[src/design/sslcd_pkg.sv]
// Shared types, constants and the big-digit glyph table of the LCD frame formatter.
// No dependencies; every other design file imports this package.
`timescale 1ns / 1ps

package sslcd_pkg;

    // Configuration register indexes
    localparam logic [1:0] CFG_SPEED_SCALE = 2'd0;
    localparam logic [1:0] CFG_RPM_OFFSET  = 2'd1;
    localparam logic [1:0] CFG_STALE_LIMIT = 2'd2;

    // Configuration reset values
    localparam logic [23:0] SPEED_SCALE_RESET = 24'd31467;
    localparam logic [15:0] RPM_OFFSET_RESET  = 16'd20000;
    localparam logic [15:0] STALE_LIMIT_RESET = 16'd2000;

    // Default depth of the queue between front and back (range 2 to 16)
    localparam int QUEUE_DEPTH_DEFAULT = 2;

    // Expander bit positions
    localparam logic [7:0] BIT_BL = 8'h08;
    localparam logic [7:0] BIT_EN = 8'h04;

    // Display geometry and commands
    localparam logic [7:0] CMD_SET_DDRAM = 8'h80;
    localparam logic [7:0] ROW0_BASE     = 8'h00;
    localparam logic [7:0] ROW1_BASE     = 8'h40;
    localparam logic [7:0] ROW2_BASE     = 8'h14;
    localparam logic [4:0] LAST_COL      = 5'd20;

    // Character codes
    localparam logic [7:0] CH_SPACE = 8'h20;
    localparam logic [7:0] GL_T     = 8'h08;
    localparam logic [7:0] GL_B     = 8'h09;
    localparam logic [7:0] GL_F     = 8'h0A;

    // Glyph table: each word is {top0, top1, top2, bot0, bot1, bot2}.
    localparam logic [47:0] GLYPH_TABLE [10] = '{
        {GL_F, GL_T, GL_F, GL_F, GL_B, GL_F},
        {CH_SPACE, GL_F, CH_SPACE, CH_SPACE, GL_F, CH_SPACE},
        {GL_T, GL_T, GL_F, GL_F, GL_B, GL_B},
        {GL_T, GL_T, GL_F, GL_B, GL_B, GL_F},
        {GL_F, GL_B, GL_F, CH_SPACE, CH_SPACE, GL_F},
        {GL_F, GL_T, GL_T, GL_B, GL_B, GL_F},
        {GL_F, GL_T, GL_T, GL_F, GL_B, GL_F},
        {GL_T, GL_T, GL_F, CH_SPACE, CH_SPACE, GL_F},
        {GL_F, GL_F, GL_F, GL_F, GL_B, GL_F},
        {GL_F, GL_T, GL_F, GL_B, GL_B, GL_F}
    };

    // Configuration register set
    typedef struct packed {
        logic [23:0] speed_scale_q24;
        logic [15:0] rpm_zero_offset;
        logic [15:0] stale_limit_ms;
    } cfg_t;

    // One classified refresh request, as decimal digits
    typedef struct packed {
        logic       stale;
        logic       soc_hund;
        logic [3:0] soc_tens;
        logic [3:0] soc_units;
        logic [3:0] soc_frac;
        logic [3:0] spd_hund;
        logic [3:0] spd_tens;
        logic [3:0] spd_units;
    } frame_desc_t;

endpackage

[src/design/sslcd_front.sv]
// Front end: accepts refresh requests, checks staleness, scales the speed and
// splits speed and charge into decimal digits. Depends on sslcd_pkg.
`timescale 1ns / 1ps

module sslcd_front #(
    parameter int QUEUE_DEPTH = sslcd_pkg::QUEUE_DEPTH_DEFAULT
) (
    input  logic                   clk,
    input  logic                   rst_n,
    input  logic                   in_valid,
    output logic                   in_ready,
    input  logic                   data_valid,
    input  logic [31:0]            now_ms,
    input  logic [31:0]            last_rx_ms,
    input  logic [15:0]            rpm_raw,
    input  logic [9:0]             charge_raw,
    input  sslcd_pkg::cfg_t        cfg,
    input  logic                   pop,
    output logic                   push,
    output sslcd_pkg::frame_desc_t push_data
);
    import sslcd_pkg::*;

    localparam int CW = $clog2(QUEUE_DEPTH + 1);
    localparam logic [CW-1:0] CREDIT_MAX = CW'(QUEUE_DEPTH);

    logic          accept;
    logic [CW-1:0] credit_reg;
    logic [CW-1:0] credit_next;
    logic [5:1]    vld_reg;

    logic [31:0] age;
    logic [9:0]  csat;

    // Stage 1 registers
    logic        s1_stale_reg;
    logic [15:0] s1_diff_reg;
    logic [9:0]  s1_charge_reg;

    // Stage 2
    logic [39:0] spd_prod;
    logic [17:0] cq_prod;
    logic        s2_stale_reg;
    logic [9:0]  s2_spd_reg;
    logic [9:0]  s2_charge_reg;
    logic [6:0]  s2_cq_reg;

    // Stage 3
    logic [15:0] sh_prod;
    logic [9:0]  cfr_full;
    logic [14:0] ct_prod;
    logic        s3_stale_reg;
    logic [9:0]  s3_spd_reg;
    logic [3:0]  s3_sh_reg;
    logic [3:0]  s3_cfr_reg;
    logic [6:0]  s3_cq_reg;
    logic [3:0]  s3_ct_reg;

    // Stage 4
    logic [9:0]  srem_full;
    logic [6:0]  cu_full;
    logic        s4_stale_reg;
    logic [6:0]  s4_srem_reg;
    logic [3:0]  s4_sh_reg;
    logic        s4_chund_reg;
    logic [3:0]  s4_ctens_reg;
    logic [3:0]  s4_cunits_reg;
    logic [3:0]  s4_cfr_reg;

    // Stage 5
    logic [14:0] st_prod;
    logic [6:0]  su_full;
    logic        s5_stale_reg;
    logic [6:0]  s5_srem_reg;
    logic [3:0]  s5_sh_reg;
    logic [3:0]  s5_st_reg;
    logic        s5_chund_reg;
    logic [3:0]  s5_ctens_reg;
    logic [3:0]  s5_cunits_reg;
    logic [3:0]  s5_cfr_reg;

    // Credits count items in the pipeline plus items held in the queue.
    assign in_ready    = (credit_reg < CREDIT_MAX);
    assign accept      = in_valid && in_ready;
    assign credit_next = credit_reg + CW'(accept) - CW'(pop);

    always_ff @(posedge clk or negedge rst_n)
    begin
        if (!rst_n)
        begin
            credit_reg <= '0;
            vld_reg    <= '0;
        end
        else
        begin
            credit_reg <= credit_next;
            vld_reg    <= {vld_reg[4:1], accept};
        end
    end

    // Stage 1: age check, offset removal and charge saturation.
    assign age  = now_ms - last_rx_ms;
    assign csat = (charge_raw > 10'd1000) ? 10'd1000 : charge_raw;

    always_ff @(posedge clk)
    begin
        if (accept)
        begin
            s1_stale_reg  <= !data_valid || (age > {16'd0, cfg.stale_limit_ms});
            s1_diff_reg   <= (rpm_raw >= cfg.rpm_zero_offset) ?
                             (rpm_raw - cfg.rpm_zero_offset) :
                             (cfg.rpm_zero_offset - rpm_raw);
            s1_charge_reg <= csat;
        end
    end

    // Stage 2: Q24 scaling with rounding and saturation; charge divided by ten.
    assign spd_prod = ({24'd0, s1_diff_reg} * {16'd0, cfg.speed_scale_q24})
                      + 40'h0000800000;
    assign cq_prod  = {8'd0, s1_charge_reg} * 18'd205;

    always_ff @(posedge clk)
    begin
        s2_stale_reg  <= s1_stale_reg;
        s2_spd_reg    <= (spd_prod[39:24] > 16'd999) ? 10'd999 : spd_prod[33:24];
        s2_charge_reg <= s1_charge_reg;
        s2_cq_reg     <= cq_prod[17:11];
    end

    // Stage 3: speed hundreds, charge tenth and charge tens.
    assign sh_prod  = {6'd0, s2_spd_reg} * 16'd41;
    assign cfr_full = s2_charge_reg - ({3'd0, s2_cq_reg} * 10'd10);
    assign ct_prod  = {8'd0, s2_cq_reg} * 15'd205;

    always_ff @(posedge clk)
    begin
        s3_stale_reg <= s2_stale_reg;
        s3_spd_reg   <= s2_spd_reg;
        s3_sh_reg    <= sh_prod[15:12];
        s3_cfr_reg   <= cfr_full[3:0];
        s3_cq_reg    <= s2_cq_reg;
        s3_ct_reg    <= ct_prod[14:11];
    end

    // Stage 4: speed remainder below a hundred; charge integer digits.
    assign srem_full = s3_spd_reg - ({6'd0, s3_sh_reg} * 10'd100);
    assign cu_full   = s3_cq_reg - ({3'd0, s3_ct_reg} * 7'd10);

    always_ff @(posedge clk)
    begin
        s4_stale_reg  <= s3_stale_reg;
        s4_srem_reg   <= srem_full[6:0];
        s4_sh_reg     <= s3_sh_reg;
        // A quotient of ten means the integer part is exactly one hundred.
        s4_chund_reg  <= (s3_ct_reg == 4'd10);
        s4_ctens_reg  <= (s3_ct_reg == 4'd10) ? 4'd0 : s3_ct_reg;
        s4_cunits_reg <= cu_full[3:0];
        s4_cfr_reg    <= s3_cfr_reg;
    end

    // Stage 5: speed tens.
    assign st_prod = {8'd0, s4_srem_reg} * 15'd205;

    always_ff @(posedge clk)
    begin
        s5_stale_reg  <= s4_stale_reg;
        s5_srem_reg   <= s4_srem_reg;
        s5_sh_reg     <= s4_sh_reg;
        s5_st_reg     <= st_prod[14:11];
        s5_chund_reg  <= s4_chund_reg;
        s5_ctens_reg  <= s4_ctens_reg;
        s5_cunits_reg <= s4_cunits_reg;
        s5_cfr_reg    <= s4_cfr_reg;
    end

    // Final step: speed units, then the descriptor goes into the queue.
    assign su_full = s5_srem_reg - ({3'd0, s5_st_reg} * 7'd10);

    always_comb
    begin
        push                = vld_reg[5];
        push_data.stale     = s5_stale_reg;
        push_data.soc_hund  = s5_chund_reg;
        push_data.soc_tens  = s5_ctens_reg;
        push_data.soc_units = s5_cunits_reg;
        push_data.soc_frac  = s5_cfr_reg;
        push_data.spd_hund  = s5_sh_reg;
        push_data.spd_tens  = s5_st_reg;
        push_data.spd_units = su_full[3:0];
    end

endmodule

[src/design/sslcd_queue.sv]
// Small register queue of frame descriptors between front and back.
// Depends on sslcd_pkg.
`timescale 1ns / 1ps

module sslcd_queue #(
    parameter int QUEUE_DEPTH = sslcd_pkg::QUEUE_DEPTH_DEFAULT
) (
    input  logic                   clk,
    input  logic                   rst_n,
    input  logic                   push,
    input  sslcd_pkg::frame_desc_t push_data,
    input  logic                   pop,
    output logic                   head_valid,
    output sslcd_pkg::frame_desc_t head
);
    import sslcd_pkg::*;

    localparam int AW = $clog2(QUEUE_DEPTH);
    localparam int CW = $clog2(QUEUE_DEPTH + 1);
    localparam logic [AW-1:0] PTR_LAST = AW'(QUEUE_DEPTH - 1);

    frame_desc_t   mem_reg [QUEUE_DEPTH];
    logic [AW-1:0] wr_ptr_reg;
    logic [AW-1:0] rd_ptr_reg;
    logic [CW-1:0] count_reg;

    assign head_valid = (count_reg != '0);
    assign head       = mem_reg[rd_ptr_reg];

    // Pointer and fill count
    always_ff @(posedge clk or negedge rst_n)
    begin
        if (!rst_n)
        begin
            wr_ptr_reg <= '0;
            rd_ptr_reg <= '0;
            count_reg  <= '0;
        end
        else
        begin
            if (push)
            begin
                wr_ptr_reg <= (wr_ptr_reg == PTR_LAST) ? '0 : wr_ptr_reg + 1'b1;
            end
            if (pop)
            begin
                rd_ptr_reg <= (rd_ptr_reg == PTR_LAST) ? '0 : rd_ptr_reg + 1'b1;
            end
            count_reg <= count_reg + CW'(push) - CW'(pop);
        end
    end

    // Storage
    always_ff @(posedge clk)
    begin
        if (push)
        begin
            mem_reg[wr_ptr_reg] <= push_data;
        end
    end

endmodule

[src/design/sslcd_back.sv]
// Back end: walks the head descriptor's three display rows, one write per
// unstalled cycle, into the output register. Depends on sslcd_pkg.
`timescale 1ns / 1ps

module sslcd_back (
    input  logic                   clk,
    input  logic                   rst_n,
    input  logic                   head_valid,
    input  sslcd_pkg::frame_desc_t head,
    output logic                   pop,
    output logic                   out_valid,
    input  logic                   out_ready,
    output logic                   is_data,
    output logic [7:0]             lcd_byte,
    output logic [7:0]             wire0,
    output logic [7:0]             wire1,
    output logic [7:0]             wire2,
    output logic [7:0]             wire3,
    output logic                   last_of_frame
);
    import sslcd_pkg::*;

    // Picks one glyph character: digit, bottom half flag, column within glyph.
    function automatic logic [7:0] glyph_byte(input logic [3:0] d, input logic bot,
                                              input logic [1:0] i);
        logic [47:0] w;
        logic [23:0] half;
        w = (d <= 4'd9) ? GLYPH_TABLE[d] : GLYPH_TABLE[0];
        half = bot ? w[23:0] : w[47:24];
        case (i)
            2'd0:    glyph_byte = half[23:16];
            2'd1:    glyph_byte = half[15:8];
            default: glyph_byte = half[7:0];
        endcase
    endfunction

    function automatic logic [7:0] ascii_digit(input logic [3:0] d);
        ascii_digit = 8'h30 | {4'd0, d};
    endfunction

    logic [1:0] row_reg;
    logic [4:0] col_reg;
    logic       out_valid_reg;
    logic       is_data_reg;
    logic [7:0] lcd_byte_reg;
    logic       last_reg;

    logic       advance;
    logic       fire;
    logic       last_write;
    logic [4:0] c;
    logic [3:0] tail_idx;
    logic [7:0] tail [10];
    logic [7:0] row0_char;
    logic [7:0] big_char;
    logic [7:0] next_byte;
    logic       show_hund;
    logic       show_tens;

    // Sequencer control
    assign advance    = !out_valid_reg || out_ready;
    assign fire       = advance && head_valid;
    assign last_write = (row_reg == 2'd2) && (col_reg == LAST_COL);
    assign pop        = fire && last_write;

    // Right-hand ten columns of row 0: the charge text, right-aligned.
    always_comb
    begin
        tail[0] = "S";
        tail[1] = "O";
        tail[2] = "C";
        tail[3] = ":";
        tail[4] = " ";
        tail[5] = "-";
        tail[6] = "-";
        tail[7] = ".";
        tail[8] = "-";
        tail[9] = "%";
        if (!head.stale)
        begin
            tail[7] = ".";
            tail[8] = ascii_digit(head.soc_frac);
            tail[9] = "%";
            tail[6] = ascii_digit(head.soc_units);
            if (head.soc_hund)
            begin
                tail[4] = ascii_digit(4'd1);
                tail[5] = ascii_digit(head.soc_tens);
            end
            else if (head.soc_tens != 4'd0)
            begin
                tail[0] = CH_SPACE;
                tail[1] = "S";
                tail[2] = "O";
                tail[3] = "C";
                tail[4] = ":";
                tail[5] = ascii_digit(head.soc_tens);
            end
            else
            begin
                tail[0] = CH_SPACE;
                tail[1] = CH_SPACE;
                tail[2] = "S";
                tail[3] = "O";
                tail[4] = "C";
                tail[5] = ":";
            end
        end
    end

    assign c        = col_reg - 5'd1;
    assign tail_idx = 4'(c - 5'd10);
    assign row0_char = (c >= 5'd10) ? tail[tail_idx] : CH_SPACE;

    // Rows 1 and 2: big digits, or the no-signal text when stale.
    assign show_hund = (head.spd_hund != 4'd0);
    assign show_tens = show_hund || (head.spd_tens != 4'd0);

    always_comb
    begin
        big_char = CH_SPACE;
        if (head.stale)
        begin
            if (row_reg == 2'd1)
            begin
                case (c)
                    5'd6:    big_char = "N";
                    5'd7:    big_char = "O";
                    5'd8:    big_char = " ";
                    5'd9:    big_char = "S";
                    5'd10:   big_char = "I";
                    5'd11:   big_char = "G";
                    5'd12:   big_char = "N";
                    5'd13:   big_char = "A";
                    5'd14:   big_char = "L";
                    default: big_char = CH_SPACE;
                endcase
            end
        end
        else
        begin
            if ((c >= 5'd4) && (c <= 5'd6) && show_hund)
            begin
                big_char = glyph_byte(head.spd_hund, row_reg[1], 2'(c - 5'd4));
            end
            else if ((c >= 5'd8) && (c <= 5'd10) && show_tens)
            begin
                big_char = glyph_byte(head.spd_tens, row_reg[1], 2'(c - 5'd8));
            end
            else if ((c >= 5'd12) && (c <= 5'd14))
            begin
                big_char = glyph_byte(head.spd_units, row_reg[1], 2'(c - 5'd12));
            end
        end
    end

    // Byte for the current write: cursor command in column slot zero.
    always_comb
    begin
        if (col_reg == 5'd0)
        begin
            case (row_reg)
                2'd0:    next_byte = CMD_SET_DDRAM | ROW0_BASE;
                2'd1:    next_byte = CMD_SET_DDRAM | ROW1_BASE;
                default: next_byte = CMD_SET_DDRAM | ROW2_BASE;
            endcase
        end
        else if (row_reg == 2'd0)
        begin
            next_byte = row0_char;
        end
        else
        begin
            next_byte = big_char;
        end
    end

    // Row and column counters
    always_ff @(posedge clk or negedge rst_n)
    begin
        if (!rst_n)
        begin
            row_reg       <= '0;
            col_reg       <= '0;
            out_valid_reg <= 1'b0;
        end
        else
        begin
            if (advance)
            begin
                out_valid_reg <= head_valid;
            end
            if (fire)
            begin
                if (col_reg == LAST_COL)
                begin
                    col_reg <= '0;
                    row_reg <= last_write ? 2'd0 : row_reg + 2'd1;
                end
                else
                begin
                    col_reg <= col_reg + 5'd1;
                end
            end
        end
    end

    // Output register
    always_ff @(posedge clk)
    begin
        if (fire)
        begin
            is_data_reg  <= (col_reg != 5'd0);
            lcd_byte_reg <= next_byte;
            last_reg     <= last_write;
        end
    end

    assign out_valid     = out_valid_reg;
    assign is_data       = is_data_reg;
    assign lcd_byte      = lcd_byte_reg;
    assign last_of_frame = last_reg;
    assign wire0 = {lcd_byte_reg[7:4], 4'd0} | BIT_BL | BIT_EN | {7'd0, is_data_reg};
    assign wire1 = {lcd_byte_reg[7:4], 4'd0} | BIT_BL | {7'd0, is_data_reg};
    assign wire2 = {lcd_byte_reg[3:0], 4'd0} | BIT_BL | BIT_EN | {7'd0, is_data_reg};
    assign wire3 = {lcd_byte_reg[3:0], 4'd0} | BIT_BL | {7'd0, is_data_reg};

endmodule

[src/design/speed_soc_lcd_frame_formatter.sv]
// Top level of the speed and charge LCD frame formatter: configuration
// registers and the front, queue and back parts. Depends on sslcd_pkg.
//
//  Channel | Handshake             | Carries
//  --------+-----------------------+------------------------------------------
//  in      | in_valid / in_ready   | data_valid, now_ms, last_rx_ms, rpm_raw,
//          |                       | charge_raw
//  out     | out_valid / out_ready | is_data, lcd_byte, wire0..wire3,
//          |                       | last_of_frame
//  cfg     | cfg_valid / cfg_ready | cfg_index, cfg_data (always ready)
//
// Each request produces 63 writes, one per cycle from the back sequencer while
// the output does not stall; the first write passes the front stages, the
// queue and the back output register before it is on the output.
// The front accepts a new request whenever fewer than QUEUE_DEPTH requests are
// in its stages or the queue, also while earlier writes are still going out.
// Output stalls hold the current write and freeze the sequencer only.
// Reset restores the configuration defaults and empties the pipeline.
`timescale 1ns / 1ps

module speed_soc_lcd_frame_formatter #(
    parameter int QUEUE_DEPTH = sslcd_pkg::QUEUE_DEPTH_DEFAULT
) (
    input  logic        clk,
    input  logic        rst_n,
    input  logic        in_valid,
    output logic        in_ready,
    input  logic        data_valid,
    input  logic [31:0] now_ms,
    input  logic [31:0] last_rx_ms,
    input  logic [15:0] rpm_raw,
    input  logic [9:0]  charge_raw,
    output logic        out_valid,
    input  logic        out_ready,
    output logic        is_data,
    output logic [7:0]  lcd_byte,
    output logic [7:0]  wire0,
    output logic [7:0]  wire1,
    output logic [7:0]  wire2,
    output logic [7:0]  wire3,
    output logic        last_of_frame,
    input  logic        cfg_valid,
    output logic        cfg_ready,
    input  logic [1:0]  cfg_index,
    input  logic [23:0] cfg_data
);
    import sslcd_pkg::*;

    cfg_t        cfg_reg;
    logic        push;
    logic        pop;
    logic        head_valid;
    frame_desc_t push_data;
    frame_desc_t head;

    assign cfg_ready = 1'b1;

    // Configuration registers; writes to an unused index are dropped.
    always_ff @(posedge clk or negedge rst_n)
    begin
        if (!rst_n)
        begin
            cfg_reg.speed_scale_q24 <= SPEED_SCALE_RESET;
            cfg_reg.rpm_zero_offset <= RPM_OFFSET_RESET;
            cfg_reg.stale_limit_ms  <= STALE_LIMIT_RESET;
        end
        else if (cfg_valid)
        begin
            unique case (cfg_index)
                CFG_SPEED_SCALE: cfg_reg.speed_scale_q24 <= cfg_data;
                CFG_RPM_OFFSET:  cfg_reg.rpm_zero_offset <= cfg_data[15:0];
                CFG_STALE_LIMIT: cfg_reg.stale_limit_ms  <= cfg_data[15:0];
                default:         cfg_reg <= cfg_reg;
            endcase
        end
    end

    // Front end
    sslcd_front #(
        .QUEUE_DEPTH (QUEUE_DEPTH)
    ) u_front (
        .clk        (clk),
        .rst_n      (rst_n),
        .in_valid   (in_valid),
        .in_ready   (in_ready),
        .data_valid (data_valid),
        .now_ms     (now_ms),
        .last_rx_ms (last_rx_ms),
        .rpm_raw    (rpm_raw),
        .charge_raw (charge_raw),
        .cfg        (cfg_reg),
        .pop        (pop),
        .push       (push),
        .push_data  (push_data)
    );

    // Descriptor queue
    sslcd_queue #(
        .QUEUE_DEPTH (QUEUE_DEPTH)
    ) u_queue (
        .clk        (clk),
        .rst_n      (rst_n),
        .push       (push),
        .push_data  (push_data),
        .pop        (pop),
        .head_valid (head_valid),
        .head       (head)
    );

    // Back end
    sslcd_back u_back (
        .clk           (clk),
        .rst_n         (rst_n),
        .head_valid    (head_valid),
        .head          (head),
        .pop           (pop),
        .out_valid     (out_valid),
        .out_ready     (out_ready),
        .is_data       (is_data),
        .lcd_byte      (lcd_byte),
        .wire0         (wire0),
        .wire1         (wire1),
        .wire2         (wire2),
        .wire3         (wire3),
        .last_of_frame (last_of_frame)
    );

endmodule

[config.mk]
export PLATFORM = sky130hd
export DESIGN_NAME = speed_soc_lcd_frame_formatter
export DESIGN_NICKNAME = d
export VERILOG_FILES = /design/src/design/sslcd_pkg.sv /design/src/design/sslcd_front.sv /design/src/design/sslcd_queue.sv /design/src/design/sslcd_back.sv /design/src/design/speed_soc_lcd_frame_formatter.sv
export SDC_FILE = /design/constraint.sdc
export NUM_CORES = 2
export LEC_CHECK = 0
export BUFFER_PORTS_ARGS = -buffer_cell sky130_fd_sc_hd__buf_2
export CORE_AREA = 5 5 216 270
export DETAILED_ROUTE_END_ITERATION = 12
export DIE_AREA = 0 0 221 275
export GPL_TIMING_DRIVEN = 0
export HOLD_SLACK_MARGIN = 0.1
export PLACE_DENSITY = 0.81
export RECOVER_POWER = 100
export SLEW_MARGIN = 10
export SYNTH_ARGS = -nofsm -noshare
export SYNTH_HDL_FRONTEND = slang
export SYNTH_SLANG_ARGS = --single-unit
export TNS_END_PERCENT = 1
[constraint.sdc]
create_clock -name clk -period 9.6 [get_ports clk]
set_input_delay 0.48 -clock clk [delete_from_list [all_inputs] [get_ports clk]]
set_output_delay 0.48 -clock clk [all_outputs]
set_load 0.01 [all_outputs]
==> parameters.txt <==
Parameter                              Value

Timing
  Layout Skew    0.0131 ns
  Portion of the clock cycle consumed by the worst path in the final layout    0.864
  Clock period minus final worst setup slack    about 8.3 ns
  Number of max-slew violations in the final report    132
  Worst hold-check slack    between 0.1 and 0.15 ns
  Slew HR    -0.573
  Peak Freq    121 MHz
  Final setup violation count    0
  Unrepaired setup endpoints after global routing    false
  Count of final hold-check violations    0
  Setup tns final    0 ns
  Worst Max-Slew Pin Slew    2.36 ns

Worst setup path
  Crit. End Element    register
  Highest-delay cell along the critical path    edfxtp_1
  Worst path most repeated cell    fa_1
  Maximum fanout encountered on the critical timing path    10
  Worst R2R Path Depth    22
  Critical Path Start Type    register
  Max stage delay on crit path    0.68 ns
  Critical path data required time    10.06 ns
  Arrival time at the worst endpoint    around 8.8 ns
  Cell breakdown of the critical path    clkbuf_1 > nand2_1 > fa_1 > inv_1 > fa_1 > fa_1 > fa_1 > fa_1 > inv_1 > fa_1 > inv_1 > ha_1 > and2_0 > a2111oi_0 > o21a_1 > o31ai_1 > a31oi_1 > o21ai_0 > and3_1 > o2111a_1 > o41a_2 > and2_0
  Startpoint-to-endpoint class of the critical path    register to register
  Flop-to-flop setup slack    approximately 1.3 ns

CTS
  TritonCTS clock tree    done
  Count of H-tree levels built during CTS    1
  Total clock sinks    around 260
  Source-to-sink clock delay at the later pin of the worst-skew pair    approximately 0.57 ns
  Post-CTS setup buffer count    0
  Clock root buffer    clkbuf_16
  Number of buffers inserted during clock tree synthesis    28
  CTS max path bufs    3
  Clock slew at reported path FFs    0.06 ns
  Number of hold buffers added after CTS    1
  CTS resizes    0

Cells and area
  Fill count    4812
  Final nets    between 4000 and 5000
  Share of layout cells above drive strength 1    0.102
  Area growth from synthesis to layout    8.53%
  Core utilization of the finished layout    0.589
  Number of flip-flops in the largest register    56

Die
  Die outline area    approximately 0.061 mm2
  Effective utilization at floorplan    0.543
  Num ports    167
  Width of the die    roughly 220 um
  Vertical die dimension    275 um
  Area of the placeable core    0.0556 mm2
  Number of core rows    between 90 and 100

Detailed routing
  Starting DRT DRC Count    ~1300
  Vias per std cell    roughly 5.5
  Final antenna-violating net count    0
  Average wire per standard cell    around 18 um
  Detailed-route wire length    ~75000 um
  DRC Markers    0
  Number of iterations in the first detailed-routing pass    6
  Total number of vias    between 20000 and 25000

Logic synthesis
  Number of enable-type register cells in the synthesized netlist    89
  Warning count from the yosys run    0
  Post-synthesis cell count    roughly 3200
  Post-synth design cell area    a little over 0.03 mm2
  Flop and latch count out of synthesis    approximately 260
  Most area-hungry cell type in the Yosys netlist    fa_1
  Synth area leaders    fa_1, ha_1, edfxtp_1, inv_1, dfxtp_1
  Synth async-reset ratio    0.287
  Portion of the post-synthesis area used by sequential elements    0.216
  Most instantiated flip-flop cell in the synthesis netlist    dfxtp_1
  Number of distinct library cells after synthesis    90
  Area share of the largest cell type after synthesis    0.232
  Average cell area after synthesis    between 9 and 10 um2

GRT
  Total track usage    0.248
  Global-route wire length before repair    123000 um
  Initial antenna violation count    5
  Number of global-route vias before repair    roughly 24000
  Largest net degree at the start of global routing    40
  Total congestion overflow    0

Min path
  Type of the tightest min-delay check    input port to register
  Worst hold path stage count    2

Status
  Result of the run    finished with violations
  Violated checks    max-capacitance violations, max-slew violations

Run
  Max Cap Violations    4

Placement
  Count of input and output buffers    between 150 and 200
  Post-DP HPWL    between 60000 and 70000 um
  Routability Congestion    around 1
layout make-up:
class,instances,area (um2),area share
Multi-Input combinational cell,2150,20600,0.628
Clock buffer,30,729,0.0223
Inverter,628,2360,0.0720
Antenna cell,2,5.00,0.000153
Timing Repair Buffer,155,756,0.0231
Tap cell,742,928,0.0284
Sequential cell,261,6520,0.199
Clock inverter,22,169,0.00516
Buffer,144,714,0.0218
logic make-up (layout without fill, tap and decap cells):
family	after synthesis	after routing	synth area share
fa+ha+maj	739	739	0.393
other cells	2	15	0.000249
simple gates	754	754	0.122
flops	261	261	0.216
xor+xnor	100	100	0.0290
mux	108	108	0.0394
compound gates	436	436	0.0972
buf+inv	772	979	0.102
cells in the final DEF (no fill, tap or decap), drive strengths merged, types with 7 or more instances in the layout:
cell type  count
ha           390
o211ai        11
clkbuf       166
o21ai         95
mux2i         36
dfxtp         97
xor2          23
a22oi          7
a21oi        111
and2         191
nand2b         9
xnor2         77
nand2        309
o21bai        13
a21o          49
edfxtp        89
a211oi        20
nand4         14
dfrtp         53
nor2b         15
conb          13
inv          629
nor3          34
nand3         40
clkinv        17
fa           349
a21boi         7
buf          162
a31oi         23
dfstp         22
nor2          90
mux2          72
o21a          19
and3          17
o31ai         10
synth_stat cells, types with 5 or more instances:
master / n
a2111oi_0: 6
a211oi_1: 19
a21boi_0: 7
a21o_1: 49
a21oi_1: 111
a221o_1: 5
a22oi_1: 6
a31oi_1: 22
and2_1: 190
and3_1: 16
and4_1: 6
buf_2: 11
buf_4: 35
buf_6: 6
clkbuf_1: 91
dfrtp_1: 53
dfstp_2: 22
dfxtp_1: 97
edfxtp_1: 89
fa_1: 349
ha_1: 390
inv_1: 626
mux2_2: 71
mux2i_1: 35
nand2_1: 309
nand2b_1: 9
nand3_1: 40
nand4_1: 14
nor2_1: 89
nor2b_1: 15
nor3_1: 34
o211ai_1: 11
o21a_1: 19
o21ai_0: 87
o21ai_1: 8
o21bai_1: 12
o22ai_1: 6
o31ai_1: 7
or3_1: 5
xnor2_1: 77
xor2_1: 23
through the flow:
step / cells / setup slack [ns] / cell area, um2
after floorplan: 3183 / 3.07 / 30200
after global placement: 4078 / 1.97 / 31900
after detailed placement: 4079 / 1.83 / 31900
after CTS: 4132 / 1.79 / 32800
after global routing: 4134 / 1.12 / 32700
final: 4134 / 1.31 / 32700
critical path, delay by kind of cell (launching register included):
kind,cells,cell delay (ns)
AO/OA/AOI/OAI,7,2.22
adder cells (fa/ha/maj),7,3.65
buffers and inverters,4,0.77
flip-flops,1,0.68
AND/OR/NAND/NOR,4,0.83
worst paths after layout:
kind / from / end
setup reg to reg: u_front.s1_diff_reg[8] / u_front.s2_spd_reg[3]
hold / removal: cfg_data[19] / cfg_reg[51]
min in group asynchronous: rst_n / cfg_reg[40]
hold reg to reg: u_front.s4_ctens_reg[3] / u_front.s5_ctens_reg[3]
max in group asynchronous: rst_n / u_back.col_reg[4]
setup / recovery: u_front.s1_diff_reg[8] / u_front.s2_spd_reg[3]
per-layer routing:
layer	vias up	GRT usage	part of all wire
li1	10571	-	-
met1	11115	0.274	0.36
met2	812	0.460	0.51
met3	280	0.0401	0.062
met4	6	0.126	0.064
met5	-	0	0.00037
Power is left out: the tool's default activity adds up to more than one toggle a clock period on the data nets, which glitch-free logic cannot reach.
